### src/design/scaled_decimal_to_ascii_top_macros.svh
// Assertion macros for the scaled decimal to ASCII block.
`ifndef SCALED_DECIMAL_TO_ASCII_TOP_MACROS_SVH
`define SCALED_DECIMAL_TO_ASCII_TOP_MACROS_SVH
`ifndef SYNTHESIS
`define SDA_ASSERT_IMPL(label, clk, rst_n, ante, cons) \
	label: assert property (@(posedge clk) disable iff (!rst_n) (ante) |-> (cons)) \
		else $error("assertion failed");
`define SDA_ASSERT_NEXT(label, clk, rst_n, ante, cons) \
	label: assert property (@(posedge clk) disable iff (!rst_n) (ante) |=> (cons)) \
		else $error("assertion failed");
`else
`define SDA_ASSERT_IMPL(label, clk, rst_n, ante, cons)
`define SDA_ASSERT_NEXT(label, clk, rst_n, ante, cons)
`endif
`endif

### src/design/sda_pkg.sv
// ----------------------------------------------------------------------------
// sda_pkg
// Widths and character codes shared by the scaled decimal to ASCII block.
// ----------------------------------------------------------------------------
package sda_pkg;
	localparam int ValueBits = 64;
	localparam int NumDigits = 20;            // digits of a 64-bit magnitude
	localparam int BcdBits   = 4 * NumDigits;
	localparam int NumStages = (ValueBits + 2) / 3;   // three bit steps a stage
	localparam int TextMax   = 21;
	localparam int MaxScale  = 18;
	localparam logic [7:0] ChZero  = 8'h30;
	localparam logic [7:0] ChPoint = 8'h2E;
	localparam logic [7:0] ChMinus = 8'h2D;
	localparam logic [1:0] RegScale = 2'd0;
endpackage

### src/design/scaled_decimal_to_ascii_top.sv
// ----------------------------------------------------------------------------
// scaled_decimal_to_ascii_top
// Converts a signed scaled decimal value into ASCII text, one character per
// output transaction, most significant first.
// ----------------------------------------------------------------------------
// Channel  | direction | handshake            | payload
// in       | sink      | in_valid / in_stall  | value[63:0]
// out      | source    | out_valid / out_stall| character[7:0], last
// cfg      | APB slave | psel/penable/pready  | scale[4:0] at address 0
//
// Conversion is a pipeline: an input register takes the sign and magnitude,
// then 22 double-dabble stages (three bit steps each, one in the last) build
// 20 BCD digits, then the serializer loads the digits and counts down the
// text positions.  An item holds the out channel for its text length, 1..21
// characters, set by the digit count, the scale and the sign; the next text
// follows with no gap when it is already waiting in the last stage.  Reset
// clears all valid bits and scale.
// A stall freezes every stage that holds valid data ahead of a blocked one.
module scaled_decimal_to_ascii_top (
	input  logic        clk,
	input  logic        arst_n,
	input  logic        in_valid,
	output logic        in_stall,
	input  logic [sda_pkg::ValueBits-1:0] value,
	output logic        out_valid,
	input  logic        out_stall,
	output logic [7:0]  character,
	output logic        last,
	input  logic        psel,
	input  logic        penable,
	input  logic        pwrite,
	input  logic [1:0]  paddr,
	input  logic [31:0] pwdata,
	output logic [31:0] prdata,
	output logic        pready
);
	logic [4:0] scale_q;
	assign pready = 1'b1;
	assign prdata = {27'd0, scale_q};
	always_ff @(posedge clk or negedge arst_n) begin
		if (!arst_n) begin
			scale_q <= '0;
		end else if (psel && penable && pwrite && paddr == sda_pkg::RegScale) begin
			scale_q <= pwdata[4:0];
		end
	end

	// double-dabble pipeline: stage k holds bcd, remaining binary, sign, scale
	logic                            v_s   [sda_pkg::NumStages+1];
	logic [sda_pkg::BcdBits-1:0]     bcd_s [sda_pkg::NumStages+1];
	logic [sda_pkg::ValueBits-1:0]   bin_s [sda_pkg::NumStages+1];
	logic                            neg_s [sda_pkg::NumStages+1];
	logic [4:0]                      sc_s  [sda_pkg::NumStages+1];
	logic                            adv   [sda_pkg::NumStages+1];
	logic                            ser_busy;
	logic                            ser_load;

	function automatic logic [sda_pkg::BcdBits-1:0] dabble(input logic [sda_pkg::BcdBits-1:0] b);
		logic [sda_pkg::BcdBits-1:0] r;
		r = b;
		for (int d = 0; d < sda_pkg::NumDigits; d++)
			if (r[4*d +: 4] >= 4'd5) r[4*d +: 4] = r[4*d +: 4] + 4'd3;
		return r;
	endfunction

	// stage advance chain: a stage moves when the next one is free or moving
	always_comb begin
		adv[sda_pkg::NumStages] = !v_s[sda_pkg::NumStages] || ser_load;
		for (int k = sda_pkg::NumStages - 1; k >= 0; k--)
			adv[k] = !v_s[k] || adv[k+1];
	end
	assign in_stall = !adv[0];

	always_ff @(posedge clk or negedge arst_n) begin
		if (!arst_n) begin
			for (int k = 0; k <= sda_pkg::NumStages; k++) v_s[k] <= 1'b0;
		end else begin
			if (adv[0]) v_s[0] <= in_valid;
			for (int k = 1; k <= sda_pkg::NumStages; k++)
				if (adv[k]) v_s[k] <= v_s[k-1];
		end
	end

	always_ff @(posedge clk) begin
		logic [sda_pkg::BcdBits+sda_pkg::ValueBits-1:0] w;
		if (adv[0]) begin
			neg_s[0] <= value[sda_pkg::ValueBits-1];
			bin_s[0] <= value[sda_pkg::ValueBits-1]
				? (~value + {{(sda_pkg::ValueBits-1){1'b0}}, 1'b1}) : value;
			bcd_s[0] <= '0;
			sc_s[0]  <= (scale_q > 5'(sda_pkg::MaxScale)) ? 5'(sda_pkg::MaxScale) : scale_q;
		end
		for (int k = 1; k <= sda_pkg::NumStages; k++) begin
			if (adv[k]) begin
				w = {bcd_s[k-1], bin_s[k-1]};
				for (int j = 0; j < 3; j++)
					if ((k - 1) * 3 + j < sda_pkg::ValueBits) begin
						w = {dabble(w[sda_pkg::BcdBits+sda_pkg::ValueBits-1:sda_pkg::ValueBits]),
							w[sda_pkg::ValueBits-1:0]};
						w = w << 1;
					end
				bcd_s[k] <= w[sda_pkg::BcdBits+sda_pkg::ValueBits-1:sda_pkg::ValueBits];
				bin_s[k] <= w[sda_pkg::ValueBits-1:0];
				neg_s[k] <= neg_s[k-1];
				sc_s[k]  <= sc_s[k-1];
			end
		end
	end

	// serializer: count down positions from the leading character
	logic [sda_pkg::BcdBits-1:0] txt_q;
	logic [4:0]      pos_q, top_q, sc_q;
	logic            neg_q;
	logic [4:0]      nd;
	always_comb begin
		nd = 5'd1;
		for (int d = 0; d < sda_pkg::NumDigits; d++)
			if (bcd_s[sda_pkg::NumStages][4*d +: 4] != 4'd0) nd = 5'(d + 1);
	end
	logic [4:0] intd;
	assign intd = (nd > sc_s[sda_pkg::NumStages]) ? (nd - sc_s[sda_pkg::NumStages]) : 5'd1;

	logic [4:0] dig_i;
	always_comb begin
		logic [4:0] p;
		p = pos_q;
		character = sda_pkg::ChZero;
		dig_i = '0;
		if (neg_q && p == top_q) character = sda_pkg::ChMinus;
		else if (sc_q != 0 && p == sc_q) character = sda_pkg::ChPoint;
		else begin
			dig_i = (sc_q != 0 && p > sc_q) ? p - 5'd1 : p;
			character = sda_pkg::ChZero + {4'd0, txt_q[4*dig_i[4:0] +: 4]};
		end
	end
	assign last = (pos_q == 5'd0);
	assign out_valid = ser_busy;
	// take the next text when idle or when the final character leaves
	assign ser_load = !ser_busy || (!out_stall && last);

	always_ff @(posedge clk or negedge arst_n) begin
		if (!arst_n) begin
			ser_busy <= 1'b0;
		end else if (ser_load) begin
			ser_busy <= v_s[sda_pkg::NumStages];
		end
	end
	always_ff @(posedge clk) begin
		if (ser_load) begin
			txt_q <= bcd_s[sda_pkg::NumStages];
			sc_q  <= sc_s[sda_pkg::NumStages];
			neg_q <= neg_s[sda_pkg::NumStages] && (bcd_s[sda_pkg::NumStages] != '0);
			top_q <= intd + sc_s[sda_pkg::NumStages]
				+ ((sc_s[sda_pkg::NumStages] != 0) ? 5'd1 : 5'd0) - 5'd1
				+ ((neg_s[sda_pkg::NumStages] && bcd_s[sda_pkg::NumStages] != '0) ? 5'd1 : 5'd0);
			pos_q <= intd + sc_s[sda_pkg::NumStages]
				+ ((sc_s[sda_pkg::NumStages] != 0) ? 5'd1 : 5'd0) - 5'd1
				+ ((neg_s[sda_pkg::NumStages] && bcd_s[sda_pkg::NumStages] != '0) ? 5'd1 : 5'd0);
		end else if (!out_stall) begin
			pos_q <= pos_q - 5'd1;
		end
	end

`include "scaled_decimal_to_ascii_top_macros.svh"
	`SDA_ASSERT_NEXT(a_hold, clk, arst_n, out_valid && out_stall, $stable(pos_q) && out_valid)
	`SDA_ASSERT_IMPL(a_len, clk, arst_n, out_valid, top_q <= 5'(sda_pkg::TextMax - 1))
	`SDA_ASSERT_IMPL(a_pos, clk, arst_n, out_valid, pos_q <= top_q)
	`SDA_ASSERT_NEXT(a_adv, clk, arst_n, out_valid && !out_stall && !last, pos_q == $past(pos_q) - 5'd1)
endmodule

### config.mk
export PLATFORM = sky130hd
export DESIGN_NAME = scaled_decimal_to_ascii_top
export DESIGN_NICKNAME = d
export VERILOG_FILES = /design/src/design/sda_pkg.sv /design/src/design/scaled_decimal_to_ascii_top.sv
export VERILOG_INCLUDE_DIRS = /design/src /design/src/design
export SDC_FILE = /design/constraint.sdc
export NUM_CORES = 2
export LEC_CHECK = 0
export ABC_CLOCK_PERIOD_IN_PS = 15000
export BUFFER_PORTS_ARGS = -buffer_cell sky130_fd_sc_hd__buf_2
export CORE_ASPECT_RATIO = 1.2
export CORE_MARGIN = 2
export CORE_UTILIZATION = 35
export DETAILED_ROUTE_END_ITERATION = 12
export GPL_TIMING_DRIVEN = 1
export PLACE_DENSITY = 0.53
export SYNTH_ARGS = -nofsm -noshare
export SYNTH_HDL_FRONTEND = slang
export SYNTH_SLANG_ARGS = --single-unit
### constraint.sdc
create_clock -name clk -period 15 [get_ports clk]
set_clock_uncertainty 0.05 [all_clocks]
set_input_delay 0 -clock clk [delete_from_list [all_inputs] [get_ports clk]]
set_output_delay 0 -clock clk [all_outputs]
set_load 0.05 [all_outputs]
==> impl_metrics.ini <==
[timing]
timing.hold.ws_ns = 0.139
final_hold_viol_count = 0
fmax_mhz = 161
tns_ns = 0
rsz0062_at_grt = false
fin_crit_ns = 6.21
tightest_slew_ns = 1.19
fin_crit_sh_pct = 41.4
max-slew-margin-rel_pct = 20.6
setup_viol = 0
drv_slew = 0

[power]
powerDensity_nw_per_um2 = 97.7
clkPwrFrac_pct = 39.7
p_leak_nw = 56.2
swShare_pct = 24.7
p_sw_mw = 3.41
ir_drop_uv = 113
p_int_mw = 10.4
comb_power_share_pct = 12.6
seq_power_share_pct = 47.7

[floorplan]
die_h_um = 659
die_area_um2 = 362000
initial_core_util_pct = 35.1
die_w_um = 550
rows = 240
coreArea_um2 = 356000
ioPinCount = 149

[worst_setup_path]
r2r_start = bcd_s[2][489]
worst_setup_path_end_kind = flip-flop
crit_slowest_cell = or4_1
r2r-end = pos_q[4]
critPathMaxFanout = 5
critical_path_class = flip-flop to flip-flop
crit_chain = or4_1, o21ai_0, a21oi_1, o21ai_0, a31oi_1, o211ai_1, nand3_1, a31oi_1, ha_1, nor2b_1, o21ai_0, a21oi_1, o21a_1, o22a_1, and2_1, ha_1, inv_1, fa_1, fa_1, a21o_1, a21oi_1, xnor2_1, xor2_1, a2bb2oi_1
reg2reg_depth = 24
critPathMaxStageDelay_ns = 0.53
cp.arrival_ns = 6.91
rrSetupSlack_ns = 8.79
crit_required_ns = 15.70
start_kind = flip-flop

[global_routing]
antenna_found_initial = 2
track_usage_pct = 11.8
grt_pass1_vias = 83512
grt_pass1_wl_mm = 370
overflow = 0
grt_max_degree = 90

[cts]
cts.sinks = 1958
ctsHoldBuffers = 215
cts_buffers = 222
cts_setup_buffers = 0
cts_buffer_depth = 4
cts.reportedPaths.clkPinSlew_ns = 0.07
ctsResizeCount = 0
root_buffer = clkbuf_16
cts_tree = yes
htree_levels = 4
clk_latency_ns = 0.94

[routing]
wire_per_inst_um = 12.8
drtPass1Iterations = 5
drt_iter0_markers = 2712
ant_nets = 0
wl_mm = 215
via_count = 80893
vias_per_cell = 4.83
post-route-drc-count = 0

[place]
gp_routability_congestion = 0.796
placed_area_um2 = 132000
dp.final_hpwl_mm = 161
placedCellCount = 16124
port_buffers = 90

[final_layout]
drive_gt1_share_pct = 7.51
areaGrowthSynthToFinish_pct = 12.9
final_nets = 13285
final_area_um2 = 141000
nFillCells = 33742
fin_cells = 16757

[synth]
synthTopCellsByArea = edfxtp_1 (46%), ha_1 (13%), mux2i_1 (5.1%), xnor2_1 (4.9%), a21oi_1 (4.8%)
synth_top_area_cell = edfxtp_1
netlist_area_um2 = 125000
synth_warnings = 0
synth_ff_type = edfxtp_1
synth.avg_cell_area_um2 = 11.1
synth_top_area_share_pct = 46.3
ys_top_cells_by_count = edfxtp_1 (1929), ha_1 (1333), inv_1 (1264), a21oi_1 (1191), nor2_1 (804)
synth-edff-count = 1929
ys_seq_area_share_pct = 46.9
async_flop_share_pct = 1.48
synth_cell_types = 69
synth.most_common_cell = edfxtp_1
synthesis.instances = 11307
synth_seq_cells = 1958

[job]
max_cap_viol_count = 0

[worst_hold_path]
holdPathStages = 4
hold_start = value[1]
worstHoldPathType = primary input to flip-flop
holdPathEnd = bin_s[0][1]

[run_status]
status = finished, final reports clean
[power by group through the flow]
stage	Sequential, mW	Clock, mW	Combinational [mW]
5_1_grt	6.61	5.92	1.97
4_1_cts	6.58	5.71	1.76
2_1_floorplan	6.67	0	1.33
3_3_place_gp	6.69	0	1.61
6_report	6.58	5.49	1.74
3_5_place_dp	6.70	0	1.69
[cells in the final DEF, fill, tap and decap left out, drive strengths merged, types with 110 or more instances in the layout]
master / synthesis / final
clkinv: 1 / 110
dlygate4sd3: 0 / 214
ha: 1333 / 1333
clkbuf: 17 / 251
nand2: 330 / 330
o21ai: 480 / 480
edfxtp: 1929 / 1929
a21oi: 1191 / 1191
o21a: 347 / 347
nor2b: 291 / 291
xnor2: 701 / 701
mux2: 391 / 391
nor3b: 350 / 350
buf: 35 / 122
inv: 1265 / 1274
nand2b: 489 / 489
mux2i: 634 / 634
nor2: 804 / 804
[logic make-up (layout without fill, tap and decap cells)]
logic type | Yosys count | in the layout | synth area share [%]
compound gates | 2407 | 2407 | 11.2
flops | 1958 | 1958 | 46.9
buf+inv | 1318 | 2015 | 4.05
fa+ha+maj | 1336 | 1336 | 13.4
simple gates | 2526 | 2526 | 10.7
xor+xnor | 730 | 730 | 5.11
other cells | 2 | 36 | 0.00600
mux | 1030 | 1030 | 8.68
[per-layer routing]
layer  track usage (%)  wire (µm)  up-vias
met4              3.71       6410        0
met2              24.3     120000      659
li1                  -          -    41265
met1              11.7      83000    38587
met3              1.62       5870      382
met5                 0          0        -
[flip-flops by register name (all words and copies together), names as in the netlist]
register,cells
neg_s,23
out_valid,1
bin_s,715
top_q,5
v_s,23
neg_q,1
pos_q,5
txt_q,80
sc_q,5
sc_s,115
bcd_s,980
scale_q,5
[final cells by class]
cell class                      instances  area, µm²  share of cell area, %
Tap cell                             4719       5900                   4.18
Sequential cell                      1958      58700                   41.5
Clock inverter                        162       1720                   1.22
Antenna cell                            5       12.5                0.00886
Timing Repair Buffer                  336       2850                   2.02
Clock buffer                          251       5680                   4.02
Inverter                             1266       4760                   3.37
Multi-Input combinational cell       8060      61700                   43.7
[worst max-delay path by stage]
stage	startpoint	endpoint	slack, ns	cells past startpoint
after floorplan	pos_q[0]	in_stall	8.44	11
after global placement	bcd_s[2][489]	pos_q[4]	8.56	24
after detailed placement	bcd_s[2][489]	pos_q[4]	8.65	24
after CTS	bcd_s[2][489]	pos_q[4]	8.64	24
after global routing	bcd_s[2][489]	pos_q[4]	8.41	24
final	bcd_s[2][489]	pos_q[4]	8.79	24
[per-stage QoR]
stage	total power, mW	setup slack, ns	util, %
after global placement	8.30	8.56	37.0
after global routing	14.5	8.41	39.7
after floorplan	8.00	8.44	-
after CTS	14.1	8.64	39.7
final	13.8	8.79	39.7
after detailed placement	8.39	8.65	37.0
[worst max-delay path, delay by kind of cell (launching register included)]
family	cells	cell delay, ns
compound gates	13	2.85
simple gates	4	0.88
flops	1	0.41
fa+ha+maj	4	1.37
buf+inv	1	0.04
xor+xnor	2	0.47
No activity file was read; power rests on OpenSTA's default activity.
